$ cat src/vgmcsc_pkg.sv
`default_nettype none

package vgmcsc_pkg;

   typedef logic [32:0] pos_type;

   // command codes
   localparam logic [7:0] CmdRegWrite   = 8'h54;
   localparam logic [7:0] CmdWaitSample = 8'h61;
   localparam logic [7:0] CmdWaitFrame  = 8'h62;
   localparam logic [7:0] CmdEnd        = 8'h66;
   localparam logic [7:0] CmdSkipThree  = 8'hC0;
   localparam logic [7:0] CmdDataBlock  = 8'h67;

   // "Vgm " in file order, byte 0 in the low lane
   localparam logic [31:0] FileSignature = 32'h206D_6756;

   localparam pos_type LoopField    = 33'h1C;
   localparam pos_type DataField    = 33'h34;
   localparam pos_type DataStartMin = 33'h38;
   localparam pos_type SigLastPos   = 33'h3;

   // samples / 735 == (samples * 91305) >> 26 for every 16-bit sample count
   localparam logic [16:0] WaitRecip = 17'd91305;
   localparam int unsigned WaitShift = 26;

   // csr register indexes
   localparam logic CsrDoneCode  = 1'b0;
   localparam logic CsrDelayCode = 1'b1;

   localparam int unsigned QueueDepth = 4;
   localparam int unsigned QueuePtrW  = $clog2(QueueDepth);
   localparam int unsigned QueueCntW  = $clog2(QueueDepth + 1);

   typedef struct packed {
      logic [7:0] out_reg;
      logic [7:0] out_value;
      logic       status;
      logic       run_last;
   } result_type;

   typedef struct packed {
      logic [1:0] count;
      result_type first;
      result_type second;
   } push_type;

endpackage

`default_nettype wire

$ cat src/vgm_command_stream_converter_top.sv
`default_nettype none

// Channel   Direction  Handshake             Beat payload
// req       in         req_valid/req_stall   req_func, req_in_byte
// rsp       out        rsp_valid/rsp_stall   rsp_out_reg, rsp_out_value, rsp_status,
//                                            rsp_run_last
// csr       in         csr_wr_en             csr_index, csr_wr_data (no read-back)
//
// One file byte is parsed per cycle while req_stall is low: a req beat updates
// the parse state in the same cycle and writes its zero, one or two result beats
// into a 4-entry queue. The first rsp beat can leave the cycle after the req beat.
// req_stall rises only when the queue holds more than two beats, so with rsp_stall
// low the block takes a byte every cycle; the two beats of one byte leave in turn.
// Synchronous reset returns to the signature check at file position 0.

module vgm_command_stream_converter_top
   import vgmcsc_pkg::*;
(
   input  wire logic       clock,
   input  wire logic       reset,
   input  wire logic       req_valid,
   output logic            req_stall,
   input  wire logic       req_func,
   input  wire logic [7:0] req_in_byte,
   output logic            rsp_valid,
   input  wire logic       rsp_stall,
   output logic [7:0]      rsp_out_reg,
   output logic [7:0]      rsp_out_value,
   output logic            rsp_status,
   output logic            rsp_run_last,
   input  wire logic       csr_wr_en,
   input  wire logic       csr_index,
   input  wire logic [7:0] csr_wr_data
);

   typedef enum logic [2:0] {
      PhHeader,
      PhGap,
      PhCmd,
      PhRegPair,
      PhWait,
      PhBlock,
      PhSkip
   } phase_type;

   // parse state
   pos_type     pos_ff,       pos_in;
   pos_type     loop_pos_ff,  loop_pos_in;
   pos_type     data_start_ff, data_start_in;
   phase_type   phase_ff,     phase_in;
   logic [23:0] operand_ff,   operand_in;
   logic [2:0]  opcnt_ff,     opcnt_in;
   logic [31:0] skip_ff,      skip_in;
   logic        finished_ff,  finished_in;
   logic        sig_bad_ff,   sig_bad_in;
   logic [7:0]  done_code_ff, done_code_in;
   logic [7:0]  delay_code_ff, delay_code_in;

   logic        accept;
   logic        room_short;
   phase_type   phase_now;
   logic        marker_hit;
   result_type  marker_res;
   logic        cmd_hit;
   result_type  cmd_res;
   push_type    push;
   result_type  head;
   logic [15:0] samples;
   logic [32:0] wait_product;
   logic        sig_mismatch;
   pos_type     field_sum;
   logic [31:0] block_len;

   function automatic logic [23:0] insert_byte(input logic [23:0] word,
                                               input logic [1:0]  lane,
                                               input logic [7:0]  data);
      logic [23:0] r;
      r = word;
      case (lane)
         2'd0:    r[7:0]   = data;
         2'd1:    r[15:8]  = data;
         2'd2:    r[23:16] = data;
         default: r = word;
      endcase
      return r;
   endfunction

   assign req_stall = room_short;
   assign accept    = req_valid && !req_stall;

   // delay ticks: 16-bit sample count over 735 by reciprocal
   assign samples      = {req_in_byte, operand_ff[7:0]};
   assign wait_product = 33'(samples) * 33'(WaitRecip);

   assign sig_mismatch = sig_bad_ff ||
                         (req_in_byte != FileSignature[8*pos_ff[1:0] +: 8]);
   // header fields are little-endian, byte 3 arrives last
   assign field_sum    = {1'b0, req_in_byte, operand_ff} +
                         ((pos_ff[5:0] == 6'h37) ? DataField : LoopField);
   assign block_len    = {req_in_byte, operand_ff};

   // a gap byte at or past the data start is the first command
   assign phase_now = (phase_ff == PhGap && pos_ff >= data_start_ff) ? PhCmd : phase_ff;

   always_comb begin
      pos_in        = pos_ff;
      loop_pos_in   = loop_pos_ff;
      data_start_in = data_start_ff;
      phase_in      = phase_ff;
      operand_in    = operand_ff;
      opcnt_in      = opcnt_ff;
      skip_in       = skip_ff;
      finished_in   = finished_ff;
      sig_bad_in    = sig_bad_ff;
      done_code_in  = done_code_ff;
      delay_code_in = delay_code_ff;
      marker_hit    = 1'b0;
      marker_res    = '{out_reg: done_code_ff, out_value: 8'd0, status: 1'b0, run_last: 1'b0};
      cmd_hit       = 1'b0;
      cmd_res       = '{out_reg: done_code_ff, out_value: 8'd0, status: 1'b0, run_last: 1'b0};

      if (csr_wr_en) begin
         unique case (csr_index)
            CsrDoneCode:  done_code_in  = csr_wr_data;
            CsrDelayCode: delay_code_in = csr_wr_data;
            default:      done_code_in  = done_code_ff;
         endcase
      end

      if (accept && !finished_ff) begin
         if (req_func) begin
            // end of stream; a short file still gets a done beat
            finished_in = 1'b1;
            if (pos_ff <= SigLastPos) begin
               cmd_hit = 1'b1;
            end
         end else begin
            pos_in   = pos_ff + 33'd1;
            phase_in = phase_now;
            unique case (phase_now)
               PhHeader: begin
                  if (pos_ff <= SigLastPos) begin
                     sig_bad_in = sig_mismatch;
                     if (pos_ff == SigLastPos && sig_mismatch) begin
                        cmd_hit     = 1'b1;
                        cmd_res     = '{out_reg: 8'd0, out_value: 8'd0, status: 1'b1,
                                        run_last: 1'b0};
                        finished_in = 1'b1;
                     end
                  end else if ((pos_ff >= LoopField && pos_ff < LoopField + 33'd4) ||
                               (pos_ff >= DataField && pos_ff < DataField + 33'd4)) begin
                     operand_in = insert_byte(operand_ff, pos_ff[1:0], req_in_byte);
                     if (pos_ff == LoopField + 33'd3) begin
                        loop_pos_in = field_sum;
                     end
                     if (pos_ff == DataField + 33'd3) begin
                        data_start_in = (field_sum < DataStartMin) ? DataStartMin : field_sum;
                        phase_in      = PhGap;
                     end
                  end
               end
               PhGap: begin
                  phase_in = PhGap;
               end
               PhRegPair: begin
                  if (opcnt_ff == 3'd0) begin
                     operand_in = {16'd0, req_in_byte};
                     opcnt_in   = 3'd1;
                  end else begin
                     cmd_hit  = 1'b1;
                     cmd_res  = '{out_reg: operand_ff[7:0], out_value: req_in_byte,
                                  status: 1'b0, run_last: 1'b0};
                     phase_in = PhCmd;
                  end
               end
               PhWait: begin
                  if (opcnt_ff == 3'd0) begin
                     operand_in = {16'd0, req_in_byte};
                     opcnt_in   = 3'd1;
                  end else begin
                     cmd_hit  = 1'b1;
                     cmd_res  = '{out_reg: delay_code_ff,
                                  out_value: 8'(wait_product >> WaitShift),
                                  status: 1'b0, run_last: 1'b0};
                     phase_in = PhCmd;
                  end
               end
               PhBlock: begin
                  // two header bytes, then a 4-byte length
                  if (opcnt_ff >= 3'd2 && opcnt_ff <= 3'd4) begin
                     operand_in = insert_byte(operand_ff, 2'(opcnt_ff - 3'd2), req_in_byte);
                  end
                  if (opcnt_ff >= 3'd5) begin
                     skip_in  = block_len;
                     phase_in = (block_len == 32'd0) ? PhCmd : PhSkip;
                  end else begin
                     opcnt_in = opcnt_ff + 3'd1;
                  end
               end
               PhSkip: begin
                  skip_in = skip_ff - 32'(skip_ff != 32'd0);
                  if (skip_in == 32'd0) begin
                     phase_in = PhCmd;
                  end
               end
               PhCmd: begin
                  marker_hit = (pos_ff == loop_pos_ff);
                  operand_in = '0;
                  opcnt_in   = 3'd0;
                  unique case (req_in_byte)
                     CmdRegWrite:   phase_in = PhRegPair;
                     CmdWaitSample: phase_in = PhWait;
                     CmdWaitFrame: begin
                        cmd_hit = 1'b1;
                        cmd_res = '{out_reg: delay_code_ff, out_value: 8'd1,
                                    status: 1'b0, run_last: 1'b0};
                     end
                     CmdEnd: begin
                        cmd_hit     = 1'b1;
                        finished_in = 1'b1;
                     end
                     CmdSkipThree: begin
                        phase_in = PhSkip;
                        skip_in  = 32'd3;
                     end
                     CmdDataBlock:  phase_in = PhBlock;
                     default:       phase_in = PhCmd;
                  endcase
               end
               default: phase_in = PhCmd;
            endcase
         end
      end

      // pack beats in order, flag the last one
      push.count  = 2'(marker_hit) + 2'(cmd_hit);
      push.first  = marker_hit ? marker_res : cmd_res;
      push.second = cmd_res;
      if (push.count == 2'd2) begin
         push.second.run_last = 1'b1;
      end else begin
         push.first.run_last = 1'b1;
      end
   end

   always_ff @(posedge clock) begin
      if (reset) begin
         pos_ff        <= '0;
         loop_pos_ff   <= '0;
         data_start_ff <= '0;
         phase_ff      <= PhHeader;
         operand_ff    <= '0;
         opcnt_ff      <= '0;
         skip_ff       <= '0;
         finished_ff   <= 1'b0;
         sig_bad_ff    <= 1'b0;
         done_code_ff  <= 8'd0;
         delay_code_ff <= 8'd1;
      end else begin
         pos_ff        <= pos_in;
         loop_pos_ff   <= loop_pos_in;
         data_start_ff <= data_start_in;
         phase_ff      <= phase_in;
         operand_ff    <= operand_in;
         opcnt_ff      <= opcnt_in;
         skip_ff       <= skip_in;
         finished_ff   <= finished_in;
         sig_bad_ff    <= sig_bad_in;
         done_code_ff  <= done_code_in;
         delay_code_ff <= delay_code_in;
      end
   end

   vgmcsc_result_queue u_queue (
      .clock      (clock),
      .reset      (reset),
      .push       (push),
      .room_short (room_short),
      .rsp_valid  (rsp_valid),
      .rsp_stall  (rsp_stall),
      .head       (head)
   );

   assign rsp_out_reg   = head.out_reg;
   assign rsp_out_value = head.out_value;
   assign rsp_status    = head.status;
   assign rsp_run_last  = head.run_last;

endmodule

`default_nettype wire

$ cat src/vgmcsc_result_queue.sv
`default_nettype none

module vgmcsc_result_queue
   import vgmcsc_pkg::*;
(
   input  wire logic       clock,
   input  wire logic       reset,
   input  wire push_type   push,
   output logic            room_short,
   output logic            rsp_valid,
   input  wire logic       rsp_stall,
   output result_type      head
);

   result_type               mem_ff [QueueDepth];
   logic [QueuePtrW-1:0]     wr_ptr_ff;
   logic [QueuePtrW-1:0]     rd_ptr_ff;
   logic [QueueCntW-1:0]     count_ff;
   logic                     pop;
   logic [QueuePtrW-1:0]     wr_next_ptr;

   assign rsp_valid   = (count_ff != '0);
   assign pop         = rsp_valid && !rsp_stall;
   assign head        = mem_ff[rd_ptr_ff];
   // need space for two beats before taking another item
   assign room_short  = (count_ff > QueueCntW'(QueueDepth - 2));
   assign wr_next_ptr = wr_ptr_ff + QueuePtrW'(1);

   always_ff @(posedge clock) begin
      if (reset) begin
         wr_ptr_ff <= '0;
         rd_ptr_ff <= '0;
         count_ff  <= '0;
      end else begin
         wr_ptr_ff <= wr_ptr_ff + QueuePtrW'(push.count);
         rd_ptr_ff <= rd_ptr_ff + QueuePtrW'(pop);
         count_ff  <= count_ff + QueueCntW'(push.count) - QueueCntW'(pop);
      end
   end

   always_ff @(posedge clock) begin
      if (push.count != 2'd0) begin
         mem_ff[wr_ptr_ff] <= push.first;
      end
      if (push.count == 2'd2) begin
         mem_ff[wr_next_ptr] <= push.second;
      end
   end

endmodule

`default_nettype wire

$ cat config.mk
export PLATFORM = sky130hd
export DESIGN_NAME = vgm_command_stream_converter_top
export DESIGN_NICKNAME = d
export VERILOG_FILES = /design/src/vgmcsc_pkg.sv /design/src/vgm_command_stream_converter_top.sv /design/src/vgmcsc_result_queue.sv
export SDC_FILE = /design/constraint.sdc
export NUM_CORES = 1
export LEC_CHECK = 0
export BUFFER_PORTS_ARGS = -buffer_cell sky130_fd_sc_hd__buf_2
export CAP_MARGIN = 40
export CORE_MARGIN = 5
export CORE_UTILIZATION = 60
export CTS_CLUSTER_SIZE = 8
export DETAILED_ROUTE_END_ITERATION = 8
export MAX_ROUTING_LAYER = met4
export PLACE_DENSITY = 0.82
export SYNTH_ARGS = -nofsm -noshare
export SYNTH_HDL_FRONTEND = slang
export SYNTH_SLANG_ARGS = --single-unit
$ cat constraint.sdc
create_clock -name clock -period 12.1 [get_ports clock]
set_input_delay 0.605 -clock clock [delete_from_list [all_inputs] [get_ports clock]]
set_output_delay 0.605 -clock clock [all_outputs]
set_load 0.02 [all_outputs]
# Yosys cells after proc, flatten, opt, wreduce, memory -nomap -nowiden
# Memories as Yosys holds them, arrays and structs flattened. A register that Yosys moved wholly into a read port is not among the register bits.
# Cells that the tools add are included.
# word_totals
reg_bits	186
mem_bits_rw	72
out_inout_bits	20
wordCells	185
memories	1
# classes
addsub	11
n_mul	1
magnitude_cmp	11
eq_ne	40
n_shift	1
mux	61
bitwise	3
reduce_logical	40
# mem_list
memory	depth	word_bits	read_ports	rd_ports_with_merged_regs	write_ports	line_no	text
u_queue.mem_ff	4	18	1	1	2	vgmcsc_result_queue.sv:15	result_type mem_ff [QueueDepth];
# op_table
op	n
18-bit 2-to-1 mux	8
33-bit by 6-bit less-than comparator with 1-bit output, second input constant	3
24-bit 2-to-1 mux	4
24-bit case mux with 4 select lines	1
32-bit case mux with 3 select lines	1
18-bit case mux with 4 select lines	1
32-bit zero test	2
32-bit 2-to-1 mux	2
8-bit 2-to-1 mux	6
8-bit by 7-bit equality test with 1-bit output, second input constant	5
32-bit by 6-bit adder with 33-bit output	1
33-bit by 1-bit adder with 33-bit output, second input constant	1
33-bit by 2-bit equality test with 1-bit output, second input constant	1
33-bit equality test	1
33-bit by 5-bit equality test with 1-bit output, second input constant	1
33-bit by 6-bit equality test with 1-bit output, second input constant	1
33-bit >= comparator	1
33-bit by 5-bit >= comparator with 1-bit output, second input constant	1
33-bit by 6-bit >= comparator with 1-bit output, second input constant	1
33-bit by 2-bit less-or-equal comparator with 1-bit output, second input constant	1
16-bit by 17-bit multiplier with 33-bit output, second input constant	1
33-bit 2-to-1 mux	1
32-bit nonzero test	1
32-bit by 6-bit variable part select with 8-bit output, first input constant	1
other kinds (49)	121

# Longest topological paths before layout
# logic_depth
word_depth	13
mapped_depth	21
ltp_nobuf	21

# Modules after synthesis
# From an unflattened synthesis, not the netlist that was laid out.
# hier_totals
cells_unflattened	2128
area_unflattened_um2	19326.0
# by_module_without_submodules
mod	instances	cells_each	area_each_um2	seq_area_each_um2
vgm_command_stream_converter_top	1	1905	15406.0	3583.4
vgmcsc_result_queue	1	223	3920.0	2302.2

# Worst setup path after synthesis
# No wires, ideal clock.
# synth_timing
kind	input -> register
from	input req_in_byte[5]
to	memory u_queue.mem_ff[0][8] (netlist bit), data pin
setup_time_ns	0.267
t_arrival_ns	5.328
required_time_ns	11.833
path_slack_ns	6.505
stages	18
n_path_buf	0
path_cell_list	ha_1 ha_1 fa_1 inv_1 fa_1 inv_1 fa_1 inv_1 fa_1 inv_1 ha_1 nand3_1 or2_2 a2111oi_2 o311a_1 o2111ai_1 a31oi_1 o31ai_1
# synth_lines
item	line_no	text
start: declaration	vgm_command_stream_converter_top.sv:24	input wire logic [7:0] req_in_byte,
end: declaration	vgmcsc_result_queue.sv:15	

==> reports/qor.csv <==
metric,value,unit
startpoint,operand_ff[5],
first_pass_iters,6,
wl_met2,24600,um
first_global_vias,15900,
most_common_library_cell_in_the_layout_ignoring_fill_and_taps,sky130_fd_sc_hd__inv_1,
critical_path.startpoint_type,flip-flop,
power.sequential.fraction,35.8,%
ys.warnings.count,0,
syn-mean-instance-area,9.05,um2
total_leakage_power,8.61,nW
place.gp.congestion,0.962,
detailroute.via_count,16400,
fmax,0.159,GHz
asyncSetResetFlopFracSynth,0,%
synthAdderAreaFrac,20.2,%
final_antenna_net_count,0,
max-vdd-ir-drop,0.0882,mV
comb_power_share,26.6,%
sw_share,31.8,%
io_buffers,42,
timing.max_slew.rel_slack,36.8,%
wl_met1,21600,um
maximum_level_of_the_cts_h_tree,2,
largest_family_of_logic_cells_by_synthesized_area,adder cells,
coreArea,0.0316,mm2
globalRouteTotalUtil,30.2,%
die_width,189,um
ctsLongestPathBuffers,3,
layout-drive-gt1-share,8.21,%
synth_seq_cells,258,
clock_sink_count,258,
rr_startpoint,operand_ff[5],
critical_path_class,reg2reg,
clock_tree_from_tritoncts,done,
die-area,0.0357,mm2
power.internal,1.79,mW
critPathArrivalTime,6.51,ns
synth_mux_area_share,4.14,%
wirelength,53300,um
period_needed,6.28,ns
mapped_cell_area,0.0192,mm2
wl_per_cell,21.0,um
synth-compound-area-share,14.8,%
cts_hold_buffers,0,
remaining_drc_errors,0,
area_growth_syn_to_layout,8.26,%
number_of_buffers_added_by_the_clock_tree_synthesis_step,39,
fin_skew,0.0238,ns
final_report_hold_violation_count,0,
outcome,"complete, no violations",
clk_root_buffer_cell,sky130_fd_sc_hd__clkbuf_16,
antenna_cells_inserted,0,
final_net_count,2408,
synthesis.instances,2123,
dpl.hpwl,38800,um
synth_nets,2415,
wire_length_of_the_first_global_routing_pass,85400,um
synth-edff-count,72,
setup.worst_path.end,u_queue.mem_ff[3][8],
top_layer,met4,
worst_reg2reg_path_endpoint,u_queue.mem_ff[3][8],
route.detailed.vias_per_inst,6.48,
critical_path.max_fanout,11,
met3RoutedLength,5210,um
endpoint_kind,flip-flop,
clock_insertion_delay_worst_skew,0.53,ns
setup_viol_count_final,0,
total_power,2.63,mW
core.rowCount,65,
rr_worst_depth,18,
final.period_utilization,51.9,%
grt_start_max_net_pins,82,
netlist-cell-type-count,93,
mostFrequentLayoutCells,"204 x sky130_fd_sc_hd__inv_1, 200 x sky130_fd_sc_hd__ha_1, 186 x sky130_fd_sc_hd__dfxtp_1",
ys_seq_area_share,30.6,%
rsz0062_at_grt,false,
die_height,189,um
parity_gate_share_of_the_synthesized_area_counting_xor_and_xnor_cells,5.56,%
timing_worst_slew_pin_value,0.947,ns
num_io_pins,43,
fin_setup_tns,0,ns
r2r_setup_slack,5.82,ns
min_path_type,in2reg,
clock_power_share,37.6,%
p_per_area,126,mW/mm2
fill_cells,2484,
net-switching-power,0.834,mW
grt_antenna_before_repair,0,
clk_pin_slew_worst_paths,0.05,ns
worst_ep_required_time,12.34,ns
drt-initial-drc-count,1942,
start_util,60.9,%
max_cap_violations,0,
slew_violations,0,
post_cts_resized,0,
post_cts_buffers,0,
grt_overflow_total,0,
synth_simple_gate_area_share,18.0,%
synth_top_flop_cell,sky130_fd_sc_hd__dfxtp_1,
[worst min-delay path by stage]
| stage | start | endpoint | depth (start not counted) |
|---|---|---|---|
| 6_report | csr_wr_data[7] | done_code_ff[7] | 3 |
| 2_1_floorplan | data_start_ff[6] | data_start_ff[6] | 2 |
| 3_5_place_dp | data_start_ff[6] | data_start_ff[6] | 2 |
| 3_3_place_gp | data_start_ff[6] | data_start_ff[6] | 2 |
| 4_1_cts | csr_wr_data[7] | done_code_ff[7] | 3 |
| 5_1_grt | csr_wr_data[7] | done_code_ff[7] | 3 |
[registers in the layout, indices dropped and copies added, names as in the netlist]
register and cells:
u_queue.mem_ff 72, data_start_ff 33, loop_pos_ff 33, pos_ff 33
skip_ff 32, operand_ff 24, delay_code_ff 8, done_code_ff 8
opcnt_ff 3, phase_ff 3, u_queue.count_ff 3, u_queue.rd_ptr_ff 2
u_queue.wr_ptr_ff 2, finished_ff 1, sig_bad_ff 1
[metal layers]
| metal | vias up | track usage, % |
|---|---|---|
| li1 | 7538 | - |
| met1 | 7887 | 39.6 |
| met2 | 835 | 47.7 |
| met3 | 165 | 5.38 |
| met4 | 0 | 10.2 |
| met5 | - | - |
[stage by stage]
stage / utilization [%] / setup WS [ns] / hold WS, ns / cells / cell area, um2
floorplan: - / 6.51 / 0.432 / 2123 / 19200
global route: 65.9 / 5.56 / 0.343 / 2534 / 20800
global placement: 62.0 / 5.83 / 0.442 / 2469 / 19600
finish: 65.9 / 5.82 / 0.328 / 2534 / 20800
detailed placement: 62.4 / 5.70 / 0.447 / 2477 / 19700
CTS: 65.9 / 5.91 / 0.321 / 2534 / 20800
[cell families after synthesis]
kind of cell / Yosys count
buffers and inverters: 322
AOI/OAI and AO/OA: 416
DFF: 258
and+or+nand+nor: 680
muxes: 57
xor gates and xnor gates: 121
adders and majority gates: 269
[synth_stat cells, drive strengths merged, types with 6 or more instances]
cell | n | area, um2
inv | 206 | 773
fa | 69 | 1380
o2bb2ai | 36 | 315
a22oi | 11 | 82.6
mux2i | 39 | 390
nor3 | 76 | 415
o21ai | 72 | 364
xor2 | 40 | 350
a221oi | 11 | 96.3
a21oi | 122 | 637
nor4 | 37 | 310
o31a | 7 | 61.3
clkbuf | 76 | 285
and4 | 12 | 105
nand2 | 164 | 616
nand4 | 42 | 278
buf | 40 | 208
nand3 | 57 | 290
or3 | 22 | 138
nor2 | 178 | 678
or4 | 13 | 97.6
mux4 | 18 | 405
nand2b | 20 | 125
nor3b | 6 | 45.0
edfxtp | 72 | 2160
xnor2 | 81 | 717
a21o | 13 | 97.6
and3 | 12 | 75.1
dfxtp | 186 | 3720
and2 | 10 | 62.6
nor2b | 12 | 75.1
ha | 200 | 2500
o31ai | 17 | 128
a211oi | 46 | 355
a31oi | 8 | 50.1
o211ai | 18 | 135
[cell type report]
| cell class | instances | area (um2) | share of cell area [%] |
|---|---|---|---|
| Multi-Input combinational cell | 1543 | 12100 | 58.0 |
| Sequential cell | 258 | 5890 | 28.3 |
| Clock buffer | 52 | 1050 | 5.03 |
| Inverter | 206 | 773 | 3.72 |
| Tap cell | 402 | 503 | 2.42 |
| Timing Repair Buffer | 68 | 480 | 2.31 |
| Clock inverter | 5 | 45.0 | 0.217 |
[critical path: stages (launching register included)]
cell	delay, ns
sky130_fd_sc_hd__dfxtp_1	0.79
sky130_fd_sc_hd__ha_1	0.36
sky130_fd_sc_hd__inv_1	0.08
sky130_fd_sc_hd__fa_1	0.43
sky130_fd_sc_hd__fa_1	0.51
sky130_fd_sc_hd__inv_1	0.04
sky130_fd_sc_hd__fa_1	0.46
sky130_fd_sc_hd__fa_1	0.55
sky130_fd_sc_hd__inv_1	0.06
sky130_fd_sc_hd__fa_1	0.53
sky130_fd_sc_hd__inv_1	0.04
sky130_fd_sc_hd__ha_1	0.28
sky130_fd_sc_hd__nand3_1	0.09
sky130_fd_sc_hd__or2_2	0.32
sky130_fd_sc_hd__a2111oi_2	0.56
sky130_fd_sc_hd__o311a_1	0.26
sky130_fd_sc_hd__o2111ai_1	0.13
sky130_fd_sc_hd__a31oi_1	0.36
sky130_fd_sc_hd__o31ai_1	0.14
[power groups by stage]
stage	sequential (mW)	combinational [mW]	clock, mW
global placement	0.958	0.659	0
floorplan	0.945	0.502	0
finish	0.941	0.699	0.987
detailed placement	0.956	0.694	0
CTS	0.940	0.700	0.994
global route	0.943	0.774	1.03
(Power assumes the default switching activity.)
